[src/hw/rtl/cpl_pkg.sv]
// ----------------------------------------------------------------------------
// cpl_pkg
// shared types and constants for the class-priority lru victim selector
// ----------------------------------------------------------------------------
package cpl_pkg;

  localparam int unsigned SET_W  = 6;
  localparam int unsigned WAY_W  = 3;
  localparam int unsigned TIME_W = 64;

  // command queue between front and back
  localparam int unsigned QDEPTH = 2;
  localparam int unsigned QPTR_W = $clog2(QDEPTH);

  // request codes on the input channel
  localparam logic REQ_TOUCH = 1'b0;
  localparam logic REQ_QUERY = 1'b1;

  typedef enum logic [1:0] {
    OP_TOUCH,
    OP_QUERY,
    OP_QUERY_MISS
  } cmd_op_e;

  typedef struct packed {
    cmd_op_e             op;
    logic [SET_W-1:0]    set_idx;
    logic [WAY_W-1:0]    way_idx;
    logic [TIME_W-1:0]   stamp;
    logic                gpu;
  } cmd_t;

  // one way of one set as stored
  typedef struct packed {
    logic              gpu;
    logic [TIME_W-1:0] stamp;
  } entry_t;

  typedef enum logic [1:0] {
    BK_CLEAR,
    BK_IDLE,
    BK_SCAN
  } back_state_e;

  typedef struct packed {
    logic clearing;
    logic scanning;
  } bk_stat_t;

  typedef struct packed {
    logic full;
    logic empty;
  } q_stat_t;

endpackage

[src/hw/rtl/cpl_queue.sv]
// ----------------------------------------------------------------------------
// cpl_queue
// short command fifo that decouples the front from the back
// ----------------------------------------------------------------------------
module cpl_queue (
  input  logic              clk_i,
  input  logic              rst_ni,
  input  logic              push_i,
  input  cpl_pkg::cmd_t     cmd_i,
  input  logic              pop_i,
  output cpl_pkg::cmd_t     head_o,
  output cpl_pkg::q_stat_t  stat_o
);

  cpl_pkg::cmd_t                  q_q [cpl_pkg::QDEPTH];
  logic [cpl_pkg::QPTR_W-1:0]     wr_ptr_q, wr_ptr_d;
  logic [cpl_pkg::QPTR_W-1:0]     rd_ptr_q, rd_ptr_d;
  logic [cpl_pkg::QPTR_W:0]       cnt_q, cnt_d;
  logic                           do_push;
  logic                           do_pop;

  assign stat_o.full  = cnt_q == (cpl_pkg::QPTR_W + 1)'(cpl_pkg::QDEPTH);
  assign stat_o.empty = cnt_q == '0;
  assign do_push      = push_i && !stat_o.full;
  assign do_pop       = pop_i && !stat_o.empty;
  assign head_o       = q_q[rd_ptr_q];

  always_comb begin
    wr_ptr_d = wr_ptr_q;
    rd_ptr_d = rd_ptr_q;
    cnt_d    = cnt_q;
    if (do_push) begin
      wr_ptr_d = wr_ptr_q + 1'b1;
    end
    if (do_pop) begin
      rd_ptr_d = rd_ptr_q + 1'b1;
    end
    if (do_push && !do_pop) begin
      cnt_d = cnt_q + 1'b1;
    end else if (do_pop && !do_push) begin
      cnt_d = cnt_q - 1'b1;
    end
  end

  always_ff @(posedge clk_i or negedge rst_ni) begin
    if (!rst_ni) begin
      wr_ptr_q <= '0;
      rd_ptr_q <= '0;
      cnt_q    <= '0;
    end else begin
      wr_ptr_q <= wr_ptr_d;
      rd_ptr_q <= rd_ptr_d;
      cnt_q    <= cnt_d;
    end
  end

  always_ff @(posedge clk_i) begin
    if (do_push) begin
      q_q[wr_ptr_q] <= cmd_i;
    end
  end

endmodule

[config.mk]
export PLATFORM = sky130hd
export DESIGN_NAME = cpl_queue
export DESIGN_NICKNAME = d
export VERILOG_FILES = /design/src/hw/rtl/cpl_pkg.sv /design/src/hw/rtl/cpl_queue.sv
export SDC_FILE = /design/constraint.sdc
export NUM_CORES = 1
export LEC_CHECK = 0
export BUFFER_PORTS_ARGS = -buffer_cell sky130_fd_sc_hd__buf_2
export CORE_MARGIN = 3
export CORE_UTILIZATION = 40
export DETAILED_ROUTE_END_ITERATION = 6
export GPL_ROUTABILITY_DRIVEN = 0
export PLACE_DENSITY = 0.62
export SLEW_MARGIN = 5
export SYNTH_ARGS = -nofsm -noshare
export SYNTH_HDL_FRONTEND = slang
export SYNTH_SLANG_ARGS = --single-unit
[constraint.sdc]
create_clock -name clk_i -period 5.25 [get_ports clk_i]
set_clock_uncertainty 0.15 [all_clocks]
set_input_delay 1.05 -clock clk_i [delete_from_list [all_inputs] [get_ports clk_i]]
set_output_delay 1.05 -clock clk_i [all_outputs]
set_load 0.01 [all_outputs]
Word level (Yosys, flattened, before mapping) --
Memory sizes are Yosys's and may differ from the RTL's. Index checks and enable logic that the tools add are counted.
Storage, ports and cells: register bits after elaboration 4, RAM bits 152, output and inout bits 78, word-level logic and storage cells 23, memories 1
Memories:
- q_q | depth 2, width 76, rd ports 1, clocked after memory_dff 0, wr ports 1, line cpl_queue.sv:15 | cpl_pkg::cmd_t q_q [cpl_pkg::QDEPTH];
Operators by class: add/sub/neg operators 4, eq/ne operators 1, mux-type cells 4, reduce and logical (&&, ||, !) cells 10
Operators by type and width (count):
- logical AND 1 bit | 4
- logical NOT 1 bit | 4
- two-way mux 2 bit | 2
- adder 1 bit, second input constant | 2
- adder 2 x 1 -> 2 bit, second input constant | 1
- == test 2 bit, second input constant | 1
- logical NOT 2 bit | 1
- two-way mux 1 bit | 2
- nonzero test 2 bit | 1
- subtractor 2 x 1 -> 2 bit, second input constant | 1

Depth between registers and ports, before layout --
depth in word-level cells 7, depth in mapped cells 7

Worst setup path after synthesis --
OpenSTA, ideal clock, no wires.
kind in2reg, from in push_i, to mem q_q[0][0] in the netlist's numbering, enable pin, setup time 511 ps, arrival time 4310 ps, required time 4589 ps, path slack 279 ps, stages 2, path buffers 0, cells stage by stage nand2_1 nor2_1
Between the ends: word-level cells in the longest chain between the ends 3
Ends and longest elaborated chain:
- start, declared | line cpl_queue.sv:8 | input logic push_i,
- logical AND 1 bit | line cpl_queue.sv:24 | assign do_push = push_i && !stat_o.full;
- two-way mux 1 bit | line cpl_queue.sv:58 | if (do_push) begin
- two-way mux 1 bit (not written as such) | line cpl_queue.sv:59 | q_q[wr_ptr_q] <= cmd_i;
- end, declared | line cpl_queue.sv:15
No other way between the ends.

==> out/results.ini <==
[synth]
yosys_most_used_dff=edfxtp_1
ys_top_cells_by_area=edfxtp_1 (78%), mux2_2 (8.9%), mux2_4 (7.7%)
ys_seq_area_share_pct=80.19
yosysTopAreaCell=edfxtp_1
syn-num-nets=337
synth_top_family_by_area=multiplexers
synthAdderAreaFrac_pct=0.2151
synthCells=256
ys_warn_count=0
synth_edf_count=152
synth.most_common_cell=edfxtp_1
netlist_area_um2=5817
synth-simple-area-share_pct=0.4732
synth_compound_area_share_pct=0.08604
synth_top_area_share_pct=78.47
ys_ff_latch=156
synth_cell_types=16
synthMuxAreaShare_pct=16.65
synth_common_cells=edfxtp_1 (152), mux2_2 (46), mux2_4 (30), buf_2 (4), dfrtp_1 (4)
synth-async-reset-ratio_pct=2.564
synth.avg_cell_area_um2=22.72
synth-xor-area-share_pct=0.7529

[global_route]
antenna_found_initial=0
use_met3_pct=6.232
globalRoute.busiestLayer=met2
use_met1_pct=14.96
grt_overflow_total=0
grt_pass1_vias=3102
grtUsageMet2_pct=20.89
grt_use_total_pct=13.07
grt_pass1_wl_um=15610
grt_start_max_net_pins=77

[floorplanning]
rows=43
pin_count=158
fp.dieH_um=126.6
start_util_pct=41.42
core-area_um2=14040
dieArea_um2=16030
die_w_um=126.6

[critical_path]
worstPathMaxFanout=43
crit_path_start_kind=flop
cp_slowest_stage_delay_ps=850
r2r-start=cnt_q[0]$_DFFE_PN0P_
crit_buf_inv=2
critical_path_required_ps=4050
cp-endpoint=head_o[50]
critPathLaunch=rd_ptr_q$_DFFE_PN0P_
reg2reg_slack_ps=2920
ff2ff_path_depth=4
r2r-end=q_q[0][46]$_DFFE_PP_
crit_path_top_delay_cell=dfrtp_4
worstPathArrival_ps=2240
worstPathCellList=buf_4 > mux2_2 > buf_2
crit_path_end_kind=output pin
path_depth=3
cp_top_family=flip-flops
crit_type=flop to output pin

[cts]
cts_sinks=156
hold_buffers=0
cts_buffers=17
cts_max_level=4
clk_latency_ps=410
cts_tree=yes
ctsResizeCount=0
post_cts_buffers=0
root_buffer=clkbuf_16
clockBufferDepth=2
clk_pin_slew_ps=60

[cells_and_area]
area_delta_synth_final_pct=26.72
nFillCells=1161
diodes=0
drive_gt1_share_pct=60.91
finalNetCount=508
fin_cells=620
final_util_pct=52.49

[timing]
fin_crit_ps=3439
fmax_ghz=0.2908
slew_violations=0
rsz0062_at_grt=no
tightestPinTransition_ps=1049
finalSetupViolCount=0
finalHoldViolCount=0
whs_ps=280.6
min_period_over_period_pct=65.50
totalNegativeSetupSlack_ps=0
relSlewSlack_pct=30.08

[route]
drt_iter0_markers=169
first_pass_iters=4
drc=0
postRouteAntennaNets=0
vias=2864
wl_per_cell_um=16.40
wirelength_um=10170
via_per_inst=4.619

[place]
io_buffers=157
place_inst=588
hpwlAfterDp_um=6635

[power]
peakVddDrop_mv=0.2563
power_density_nw_per_um2=570.0
power_w=0.004201
p_leak_nw=2.853

[flow_run]
drv_cap=0

[hold_path]
holdCritPathClass=input port to asynchronous set/reset pin

[outcome]
status=finished, final reports clean

## state kept, by name, indices dropped and copies added (netlist names)
register and cells:
cnt_q 2, q_q 152, rd_ptr_q 1, wr_ptr_q 1
## layer usage
layer / vias up / wire [um]
met2: 113 / 4928
li1: 1350 / -
met4: 0 / 188
met3: 16 / 920
met5: - / 0
met1: 1385 / 4132
## per-stage QoR
step	setup WS [ps]	area, um^2
after detailed placement	2209	6787
after global placement	2235	6787
after floorplan	279.1	5817
after CTS	1752	7371
final	1811	7371
after global routing	1676	7371
## cell type report
type                            instances  area, um^2  area share (%)
Sequential cell                       156        4668           63.33
Clock inverter                         12       147.6           2.003
Tap cell                              180       225.2           3.056
Timing Repair Buffer                  161       815.8           11.07
Inverter                                2       7.507          0.1019
Multi-Input combinational cell         89        1070           14.51
Clock buffer                           20       436.7           5.924
## worst register-to-register path, delay by kind of cell (launching register included)
kind | cells | cell delay (ps)
flip-flops | 1 | 420
buffers and inverters | 1 | 490
AND/OR/NAND/NOR | 3 | 900
## worst min path at each step
stage,from,to,slack [ps],depth (start not counted)
final,rst_ni,cnt_q[1]$_DFFE_PN0P_,280,1
after global placement,cnt_q[1]$_DFFE_PN0P_,cnt_q[1]$_DFFE_PN0P_,350,1
after global routing,rst_ni,cnt_q[1]$_DFFE_PN0P_,260,1
after floorplan,wr_ptr_q$_DFFE_PN0P_,wr_ptr_q$_DFFE_PN0P_,310,1
after CTS,rst_ni,cnt_q[1]$_DFFE_PN0P_,270,1
after detailed placement,cnt_q[1]$_DFFE_PN0P_,cnt_q[1]$_DFFE_PN0P_,350,1
## power breakdown
group | switching [W] | total, W | internal (W) | leakage, nW
Clock | 0.000455 | 0.00120 | 0.000743 | 0.273
Combinational | 0.000573 | 0.00115 | 0.000580 | 1.12
Sequential | 0.000141 | 0.00185 | 0.00171 | 1.46
## cells in the final DEF (no fill, tap or decap), drive strengths merged
master and n:
edfxtp 152, bufinv 3, inv 2, nand2b 1, clkinvlp 4, buf 161, ha 1, mux2 76
xnor2 3, dfrtp 4, nand2 1, xor2 2, clkbuf 20, clkinv 5, and3 1, o21ai 1
nor2 3
## logic make-up (layout without fill, tap and decap cells)
kind of cell    count (synthesis)  in the layout
simple gates                    6              6
xor+xnor                        5              5
flops                         156            156
fa+ha+maj                       1              1
compound gates                  1              1
buf+inv                        11            195
mux                            76             76
No activity file was read; power rests on OpenSTA's default activity.
